--- src/rtl/core/srqc_pkg.sv ---
`timescale 1ns / 1ps
// ----------------------------------------------------------------------------
// srqc_pkg
// Types, character codes, keyword spellings and byte helpers shared by the
// query route classifier.
// ----------------------------------------------------------------------------
package srqc_pkg;

   // window of the newest bytes: the current byte plus the cell chain
   localparam int WIN         = 8;
   localparam int CHAIN_DEPTH = WIN - 1;

   localparam logic [7:0] CH_TAB   = 8'h09;
   localparam logic [7:0] CH_CR    = 8'h0D;
   localparam logic [7:0] CH_SPACE = 8'h20;
   localparam logic [7:0] CH_DQUOTE = 8'h22;
   localparam logic [7:0] CH_SQUOTE = 8'h27;
   localparam logic [7:0] CH_LPAREN = 8'h28;
   localparam logic [7:0] CH_COMMA  = 8'h2C;
   localparam logic [7:0] CH_BSLASH = 8'h5C;
   localparam logic [7:0] CH_BTICK  = 8'h60;
   localparam logic [7:0] CH_LOW_A  = 8'h61;
   localparam logic [7:0] CH_LOW_Z  = 8'h7A;
   localparam logic [7:0] CASE_GAP  = 8'h20;

   typedef logic [WIN-1:0][7:0] window_type;
   typedef logic [WIN-1:0][7:0] keyword_type;

   // spellings are written back to front so that index 0 holds the first letter
   localparam keyword_type KW_GROUP  = "YB PUORG";
   localparam keyword_type KW_COUNT  = "TNUOC";
   localparam keyword_type KW_SUM    = "MUS";
   localparam keyword_type KW_AVG    = "GVA";
   localparam keyword_type KW_MIN    = "NIM";
   localparam keyword_type KW_MAX    = "XAM";
   localparam keyword_type KW_SELECT = "TCELES";

   localparam int LEN_GROUP  = 8;
   localparam int LEN_COUNT  = 5;
   localparam int LEN_THREE  = 3;
   localparam int LEN_SELECT = 6;

   typedef struct packed {
      logic pending_hit;   // short aggregate keyword ends at this byte
      logic group_hit;     // group by ends at this byte
   } hit_type;

   typedef struct packed {
      logic sel;
      logic agg;
   } verdict_type;

   function automatic logic is_ws(input logic [7:0] c);
      return c == CH_SPACE || (c >= CH_TAB && c <= CH_CR);
   endfunction

   function automatic logic is_break(input logic [7:0] c);
      return is_ws(c) || c == CH_LPAREN || c == CH_COMMA;
   endfunction

   function automatic logic [7:0] to_upper(input logic [7:0] c);
      return (c >= CH_LOW_A && c <= CH_LOW_Z) ? c - CASE_GAP : c;
   endfunction

   // keyword of length len ends at window slot 0 and starts at a word start
   function automatic logic kw_hit(input window_type w, input logic [WIN-1:0] c,
                                   input keyword_type kw, input int len);
      logic hit;
      hit = c[3'(len - 1)];
      for (int j = 0; j < WIN; j++) begin
         if (j < len && w[3'(len - 1 - j)] != kw[j]) hit = 1'b0;
      end
      return hit;
   endfunction

endpackage

--- src/rtl/core/srqc_cell.sv ---
`timescale 1ns / 1ps
// ----------------------------------------------------------------------------
// srqc_cell
// One stage of the byte history chain: a case-folded byte and its word-start
// bit, handed on to the next stage on a transfer, cleared by a query's last byte.
// ----------------------------------------------------------------------------
module srqc_cell (
   input  logic       clock,
   input  logic       reset,
   input  logic       shift,
   input  logic       flush,
   input  logic [7:0] prev_byte,
   input  logic       prev_cand,
   output logic [7:0] byte_out,
   output logic       cand_out
);

   logic [7:0] byte_ff, byte_in;
   logic       cand_ff, cand_in;

   always_comb begin
      byte_in = byte_ff;
      cand_in = cand_ff;
      if (flush) begin
         byte_in = '0;
         cand_in = 1'b0;
      end else if (shift) begin
         byte_in = prev_byte;
         cand_in = prev_cand;
      end
   end

   always_ff @(posedge clock) begin
      if (reset) begin
         byte_ff <= '0;
         cand_ff <= 1'b0;
      end else begin
         byte_ff <= byte_in;
         cand_ff <= cand_in;
      end
   end

   assign byte_out = byte_ff;
   assign cand_out = cand_ff;

endmodule

--- src/rtl/core/srqc_scan.sv ---
`timescale 1ns / 1ps
// ----------------------------------------------------------------------------
// srqc_scan
// Per-query tracking: quote state, SELECT prefix recognizer, pending short
// keyword and the aggregate flag. Gives the word-start bit of each byte.
// ----------------------------------------------------------------------------
module srqc_scan (
   input  logic                 clock,
   input  logic                 reset,
   input  logic                 xfer,
   input  logic                 last,
   input  logic [7:0]           cur_byte,
   input  logic [7:0]           prev_byte,
   input  srqc_pkg::hit_type    hits,
   output logic                 cand,
   output srqc_pkg::verdict_type verdict
);

   typedef enum logic [2:0] {
      QM_NORMAL, QM_SQ, QM_SQ_ESC, QM_DQ, QM_DQ_ESC, QM_BT
   } quote_type;

   typedef enum logic [1:0] {
      SP_SKIP, SP_MATCH, SP_FOLLOW, SP_DONE
   } phase_type;

   quote_type  quote_ff, quote_in;
   phase_type  phase_ff, phase_in;
   logic [2:0] prog_ff, prog_in;
   logic       pending_ff, pending_in;
   logic       agg_ff, agg_in;
   logic       first_ff, first_in;

   logic       normal, follower;
   logic [7:0] up_byte;
   quote_type  quote_next;
   phase_type  phase_next;
   logic [2:0] prog_next;
   logic       agg_next;

   always_comb begin
      up_byte  = srqc_pkg::to_upper(cur_byte);
      follower = srqc_pkg::is_ws(cur_byte) || cur_byte == srqc_pkg::CH_LPAREN;
      normal   = !(quote_ff == QM_SQ || quote_ff == QM_SQ_ESC || quote_ff == QM_DQ ||
                   quote_ff == QM_DQ_ESC || quote_ff == QM_BT);
      cand = normal && cur_byte != srqc_pkg::CH_SQUOTE &&
             cur_byte != srqc_pkg::CH_DQUOTE && cur_byte != srqc_pkg::CH_BTICK &&
             (first_ff || srqc_pkg::is_break(prev_byte));

      quote_next = quote_ff;
      unique case (quote_ff)
         QM_SQ: begin
            if (cur_byte == srqc_pkg::CH_SQUOTE) quote_next = QM_NORMAL;
            else if (cur_byte == srqc_pkg::CH_BSLASH) quote_next = QM_SQ_ESC;
         end
         QM_DQ: begin
            if (cur_byte == srqc_pkg::CH_DQUOTE) quote_next = QM_NORMAL;
            else if (cur_byte == srqc_pkg::CH_BSLASH) quote_next = QM_DQ_ESC;
         end
         QM_SQ_ESC: quote_next = QM_SQ;
         QM_DQ_ESC: quote_next = QM_DQ;
         QM_BT: begin
            if (cur_byte == srqc_pkg::CH_BTICK) quote_next = QM_NORMAL;
         end
         default: begin
            // normal, and the unused codes that behave as normal
            priority if (cur_byte == srqc_pkg::CH_SQUOTE) quote_next = QM_SQ;
            else if (cur_byte == srqc_pkg::CH_DQUOTE) quote_next = QM_DQ;
            else if (cur_byte == srqc_pkg::CH_BTICK) quote_next = QM_BT;
            else quote_next = QM_NORMAL;
         end
      endcase

      phase_next = phase_ff;
      prog_next  = prog_ff;
      unique case (phase_ff)
         SP_SKIP: begin
            if (!srqc_pkg::is_ws(cur_byte)) begin
               if (up_byte == srqc_pkg::KW_SELECT[0]) begin
                  phase_next = SP_MATCH;
                  prog_next  = 3'd1;
               end else begin
                  phase_next = SP_DONE;
                  prog_next  = 3'd0;
               end
            end
         end
         SP_MATCH: begin
            if (up_byte == srqc_pkg::KW_SELECT[prog_ff]) begin
               prog_next = prog_ff + 3'd1;
               if (prog_ff == 3'(srqc_pkg::LEN_SELECT - 1)) phase_next = SP_FOLLOW;
            end else begin
               phase_next = SP_DONE;
               prog_next  = 3'd0;
            end
         end
         SP_FOLLOW: begin
            // verdict kept in the progress count once decided
            phase_next = SP_DONE;
            prog_next  = follower ? 3'd1 : 3'd0;
         end
         default: ;
      endcase

      agg_next = agg_ff || (pending_ff && follower) || hits.group_hit ||
                 (last && hits.pending_hit);

      verdict.sel = phase_next == SP_FOLLOW || (phase_next == SP_DONE && prog_next == 3'd1);
      verdict.agg = agg_next;

      quote_in   = quote_ff;
      phase_in   = phase_ff;
      prog_in    = prog_ff;
      pending_in = pending_ff;
      agg_in     = agg_ff;
      first_in   = first_ff;
      if (xfer) begin
         if (last) begin
            quote_in   = QM_NORMAL;
            phase_in   = SP_SKIP;
            prog_in    = 3'd0;
            pending_in = 1'b0;
            agg_in     = 1'b0;
            first_in   = 1'b1;
         end else begin
            quote_in   = quote_next;
            phase_in   = phase_next;
            prog_in    = prog_next;
            pending_in = hits.pending_hit;
            agg_in     = agg_next;
            first_in   = 1'b0;
         end
      end
   end

   always_ff @(posedge clock) begin
      if (reset) begin
         quote_ff   <= QM_NORMAL;
         phase_ff   <= SP_SKIP;
         prog_ff    <= 3'd0;
         pending_ff <= 1'b0;
         agg_ff     <= 1'b0;
         first_ff   <= 1'b1;
      end else begin
         quote_ff   <= quote_in;
         phase_ff   <= phase_in;
         prog_ff    <= prog_in;
         pending_ff <= pending_in;
         agg_ff     <= agg_in;
         first_ff   <= first_in;
      end
   end

   a_new_query_starts_clean: assert property (@(posedge clock) disable iff (reset)
      xfer && last |=> first_ff && quote_ff == QM_NORMAL && phase_ff == SP_SKIP && !agg_ff)
      else $error("scan state not cleared after last byte");

   a_first_cleared: assert property (@(posedge clock) disable iff (reset)
      xfer && !last |=> !first_ff)
      else $error("first byte flag held after a middle byte");

   a_match_progress: assert property (@(posedge clock) disable iff (reset)
      phase_ff == SP_MATCH |-> prog_ff >= 3'd1 && prog_ff <= 3'd5)
      else $error("select progress out of range while matching");

endmodule

--- src/rtl/core/sql_query_route_classifier.sv ---
`timescale 1ns / 1ps
// ----------------------------------------------------------------------------
// sql_query_route_classifier
// Classifies one SQL query text, byte by byte, for routing to an aggregate
// engine.
// ----------------------------------------------------------------------------
// The block takes one query byte per clock cycle while not stalled, with no
// gaps needed between bytes or between queries. The last byte of a query yields
// one result in the result register on the next cycle; other bytes yield none.
// The input is stalled only during reset or while that result register is full
// and not being taken. The newest bytes sit in a chain of seven cells that
// shifts on every transfer and clears on a query's last byte. Keyword checks look
// at the chain plus the incoming byte, so a byte's whole decision completes in its cycle.
module sql_query_route_classifier (
   input  logic       clock,
   input  logic       reset,
   input  logic       req_valid,
   output logic       req_ready,
   input  logic [7:0] req_query_byte,
   input  logic       req_last_byte,
   output logic       rsp_valid,
   input  logic       rsp_ready,
   output logic       rsp_starts_with_select,
   output logic       rsp_may_aggregate,
   output logic       rsp_route_to_engine
);

   logic                  xfer, flush, cand;
   logic [srqc_pkg::WIN-1:0][7:0] link_byte;
   logic [srqc_pkg::WIN-1:0]      link_cand;
   srqc_pkg::window_type  win;
   srqc_pkg::hit_type     hits;
   srqc_pkg::verdict_type verdict;

   logic rsp_valid_ff, rsp_valid_in;
   logic sel_ff, sel_in, agg_ff, agg_in, route_ff, route_in;

   assign req_ready = !reset && (!rsp_valid_ff || rsp_ready);
   assign xfer      = req_valid && req_ready;
   assign flush     = xfer && req_last_byte;

   // slot 0 of the window is the incoming byte
   assign link_byte[0] = srqc_pkg::to_upper(req_query_byte);
   assign link_cand[0] = cand;

   for (genvar i = 0; i < srqc_pkg::CHAIN_DEPTH; i++) begin : g_chain
      srqc_cell u_cell (
         .clock     (clock),
         .reset     (reset),
         .shift     (xfer),
         .flush     (flush),
         .prev_byte (link_byte[i]),
         .prev_cand (link_cand[i]),
         .byte_out  (link_byte[i+1]),
         .cand_out  (link_cand[i+1])
      );
   end

   assign win = link_byte;

   always_comb begin
      hits.group_hit = srqc_pkg::kw_hit(win, link_cand, srqc_pkg::KW_GROUP,
                                        srqc_pkg::LEN_GROUP);
      hits.pending_hit =
         srqc_pkg::kw_hit(win, link_cand, srqc_pkg::KW_COUNT, srqc_pkg::LEN_COUNT) ||
         srqc_pkg::kw_hit(win, link_cand, srqc_pkg::KW_SUM, srqc_pkg::LEN_THREE) ||
         srqc_pkg::kw_hit(win, link_cand, srqc_pkg::KW_AVG, srqc_pkg::LEN_THREE) ||
         srqc_pkg::kw_hit(win, link_cand, srqc_pkg::KW_MIN, srqc_pkg::LEN_THREE) ||
         srqc_pkg::kw_hit(win, link_cand, srqc_pkg::KW_MAX, srqc_pkg::LEN_THREE);
   end

   srqc_scan u_scan (
      .clock     (clock),
      .reset     (reset),
      .xfer      (xfer),
      .last      (req_last_byte),
      .cur_byte  (req_query_byte),
      .prev_byte (link_byte[1]),
      .hits      (hits),
      .cand      (cand),
      .verdict   (verdict)
   );

   always_comb begin
      rsp_valid_in = rsp_valid_ff;
      sel_in       = sel_ff;
      agg_in       = agg_ff;
      route_in     = route_ff;
      if (rsp_valid_ff && rsp_ready) rsp_valid_in = 1'b0;
      if (flush) begin
         rsp_valid_in = 1'b1;
         sel_in       = verdict.sel;
         agg_in       = verdict.agg;
         route_in     = verdict.sel && verdict.agg;
      end
   end

   always_ff @(posedge clock) begin
      if (reset) rsp_valid_ff <= 1'b0;
      else rsp_valid_ff <= rsp_valid_in;
      sel_ff   <= sel_in;
      agg_ff   <= agg_in;
      route_ff <= route_in;
   end

   assign rsp_valid              = rsp_valid_ff;
   assign rsp_starts_with_select = sel_ff;
   assign rsp_may_aggregate      = agg_ff;
   assign rsp_route_to_engine    = route_ff;

   a_last_gives_result: assert property (@(posedge clock) disable iff (reset)
      flush |=> rsp_valid_ff)
      else $error("no result after last byte");

   a_chain_flushed: assert property (@(posedge clock) disable iff (reset)
      flush |=> link_cand[srqc_pkg::WIN-1:1] == '0)
      else $error("byte chain not cleared between queries");

   a_route_consistent: assert property (@(posedge clock) disable iff (reset)
      rsp_valid_ff |-> route_ff == (sel_ff && agg_ff))
      else $error("route flag disagrees with the two flags");

endmodule
--- config.mk ---
export PLATFORM = sky130hd
export DESIGN_NAME = sql_query_route_classifier
export DESIGN_NICKNAME = d
export VERILOG_FILES = /design/src/rtl/core/srqc_pkg.sv /design/src/rtl/core/srqc_cell.sv /design/src/rtl/core/srqc_scan.sv /design/src/rtl/core/sql_query_route_classifier.sv
export SDC_FILE = /design/constraint.sdc
export NUM_CORES = 1
export LEC_CHECK = 0
export ABC_AREA = 1
export BUFFER_PORTS_ARGS = -buffer_cell sky130_fd_sc_hd__buf_2
export CAP_MARGIN = 20
export CORE_AREA = 2 2 74 76
export DETAILED_ROUTE_END_ITERATION = 10
export DIE_AREA = 0 0 76 78
export PLACE_DENSITY_LB_ADDON = 0.08
export REMOVE_ABC_BUFFERS = 1
export SYNTH_ARGS = -nofsm -noshare
export SYNTH_HDL_FRONTEND = slang
export SYNTH_HIERARCHICAL = 1
export SYNTH_SLANG_ARGS = --single-unit
--- constraint.sdc ---
create_clock -name clock -period 1.8 [get_ports clock]
set_input_delay 0.18 -clock clock [delete_from_list [all_inputs] [get_ports clock]]
set_output_delay 0.18 -clock clock [all_outputs]
set_load 0.01 [all_outputs]
==> impl_metrics.json <==
{
  "outcome": "complete, no violations",
  "grt_use_total": 0.214,
  "dr.pass1.iters": 4,
  "power_density_mw_per_mm2": 623,
  "hold_viol": 0,
  "final_common_cell": "nand2_1",
  "cts-htree-levels": 2,
  "multi_input_area_mm2": 0.00161,
  "synth-simple-area-share": 0.461,
  "fin_ws_ps": 142,
  "synth_area_mm2": 0.00277,
  "finClkSkew_ps": 7.07,
  "power_mw": 1.95,
  "vias": 2531,
  "max_cap_violations": 0,
  "hp-class": "in -> reg",
  "slew_viol_final": 0,
  "cts.path.max_buffers": 2,
  "avgRoutedWirePerCell_um": 10.6,
  "worst-path-max-fanout": 4,
  "cts_hold_buffers": 0,
  "cts_tree": "yes",
  "synthMuxAreaShare": 0,
  "clk_pin_slew_ps": 80,
  "final_cell_mix": "nand2_1 (118), inv_1 (65), nor2_1 (59), dfxtp_1 (31)",
  "synth_compound_area_frac": 0.0668,
  "synth_xor_xnor_area_share": 0.0190,
  "clock_power_share": 0.305,
  "hpwl_mm": 4.54,
  "rsz0062_at_grt": "yes",
  "ir_drop_mv": 0.387,
  "finalCritPeriodShare": 0.921,
  "setup.worst_path.start_class": "flop",
  "drtIter0Drc": 124,
  "drc_errors": 0,
  "combPwrFrac": 0.205,
  "pwr-share-seq": 0.491,
  "drive_above_1_share": 0.246,
  "die_area_mm2": 0.00593,
  "clock_latency_ps": 300,
  "p_leak_nw": 1.50,
  "yosysSeqAreaShare": 0.293,
  "globalRouteOverflowTotal": 0,
  "ys_ff_latch": 39,
  "p_int_mw": 1.34,
  "grt_pass1_wl_mm": 10.3,
  "pre_cts_slack_ps": -24.1,
  "clock.fmax_mhz": 603,
  "worstPathArrival_ps": 1830,
  "grt_pass1_vias": 2485,
  "row_count": 26,
  "cp_cell_sequence": "xnor2_1 -> nand3_1 -> nor3_4 -> nand2_2 -> nor2_4 -> nand3_1 -> o21ai_1 -> inv_1 -> a21oi_1 -> nand2_1 -> inv_1",
  "synth_cells": 431,
  "yosys_warnings": 6,
  "p_switching_mw": 0.611,
  "nets": 485,
  "yosys.area_share.adder": 0.0226,
  "start_util": 0.550,
  "gp_congestion": 0.899,
  "routed_wl_mm": 5.70,
  "viasPerCell": 4.70,
  "n_antenna_cell": 0,
  "cts_root_buffer": "clkbuf_8",
  "endpoint_kind": "flop",
  "antenna_found_initial": 0,
  "syn2layout_area_growth_pct": 13.0,
  "min_period_ps": 1660,
  "postSynthAreaPerCell_um2": 6.43,
  "core_mm2": 0.00504,
  "synthDistinctLibCells": 39,
  "cp_slowest_stage_delay_ps": 330,
  "numCtsBuffers": 5,
  "reg2reg_slack_ps": 140,
  "grt_max_degree": 37,
  "pin_count": 18,
  "setup_viol": 0,
  "die_h_um": 78,
  "final-seq-area_um2": 817,
  "required_ps": 1970,
  "port_buffers": 17,
  "fillCellCount": 485,
  "synth_top_family_by_area": "simple AND/OR/NAND/NOR gates",
  "die_x_um": 76,
  "ant_nets": 0,
  "worst-setup-path-type": "reg -> reg",
  "p_sw_frac": 0.313,
  "cp_slowest_cell": "dfxtp_1",
  "clock-sinks": 39
}
## final timing paths
kind / to / depth (start not counted) / from
hold / removal: rsp_valid / 4 / rsp_ready
setup reg to reg: rsp_route_to_engine / 11 / flop
hold reg to reg: u_scan/agg_ff / 2 / u_scan/agg_ff
setup / recovery: rsp_route_to_engine / 11 / flop
## Yosys cell counts, drive strengths merged
master,instances,area share
nor2,84,0.15
nand3,26,0.060
xnor2,3,0.0095
o21bai,1,0.0027
buf,9,0.037
a21oi,12,0.022
nand4,5,0.011
inv,70,0.095
nor3,11,0.030
o2111a,1,0.0041
edfxtp,3,0.033
o21ai,16,0.033
nand2,135,0.20
nor4,2,0.0045
and3,1,0.0023
ha,5,0.023
xor2,3,0.0095
o21a,1,0.0027
or2,1,0.0023
conb,1,0.0014
dfxtp,36,0.26
clkinv,3,0.0050
nor3b,1,0.0027
o31ai,1,0.0027
## area by class of cell
cell class              instances  area share
multi-input cells             310       0.513
clock buffers                   5      0.0220
repair buffers                 38      0.0815
clock inverters                 3     0.00639
well taps                      70      0.0280
flip-flops and latches         39       0.261
inverters                      73      0.0883
## power groups by stage
stage	Sequential (mW)	Combinational, mW	Clock, mW
finish	0.957	0.399	0.594
global route	0.964	0.462	0.651
CTS	0.956	0.398	0.617
detailed placement	0.976	0.396	0
global placement	0.975	0.392	0
floorplan	0.967	0.275	0
## layer usage
metal / track usage / up-vias / routed length [um]
met5: 0 / - / 0
met4: 0.0945 / 0 / 125
met3: 0.0291 / 11 / 143
met2: 0.405 / 32 / 2900
met1: 0.238 / 1100 / 2530
li1: - / 1388 / -
## timing repair
action / CTS / global route
setup endpoints to repair: 0 / 9
setup buffers: 0 / 0
hold endpoints to repair: 0 / 0
resized for setup: 0 / 12
## kinds of logic (layout without fill, tap and decap cells)
| logic type | count (synthesis) | in the layout |
|---|---|---|
| adders and majority gates | 5 | 5 |
| DFF | 39 | 39 |
| xor gates and xnor gates | 6 | 6 |
| and+or+nand+nor | 266 | 266 |
| buffers and inverters | 82 | 119 |
| other | 1 | 1 |
| AOI/OAI and AO/OA | 32 | 32 |
## stage by stage
step	utilization	TNS, ps	hold slack (ps)	instances	cell area [um2]
finish	0.621	0	208	538	3130
global route	0.621	-25.9	233	538	3130
CTS	0.616	0	194	538	3110
detailed placement	0.599	-24.1	448	530	3020
global placement	0.599	0	445	530	3020
floorplan	-	-98830	249	422	2670
## critical path, delay by kind of cell, from the launching register on
family / cells / cell delay, ps
AND/OR/NAND/NOR: 6 / 660
AO/OA/AOI/OAI: 2 / 320
XOR/XNOR: 1 / 110
flip-flops: 1 / 330
buffers and inverters: 2 / 110
Note: power is estimated with default switching activity, not from simulation.
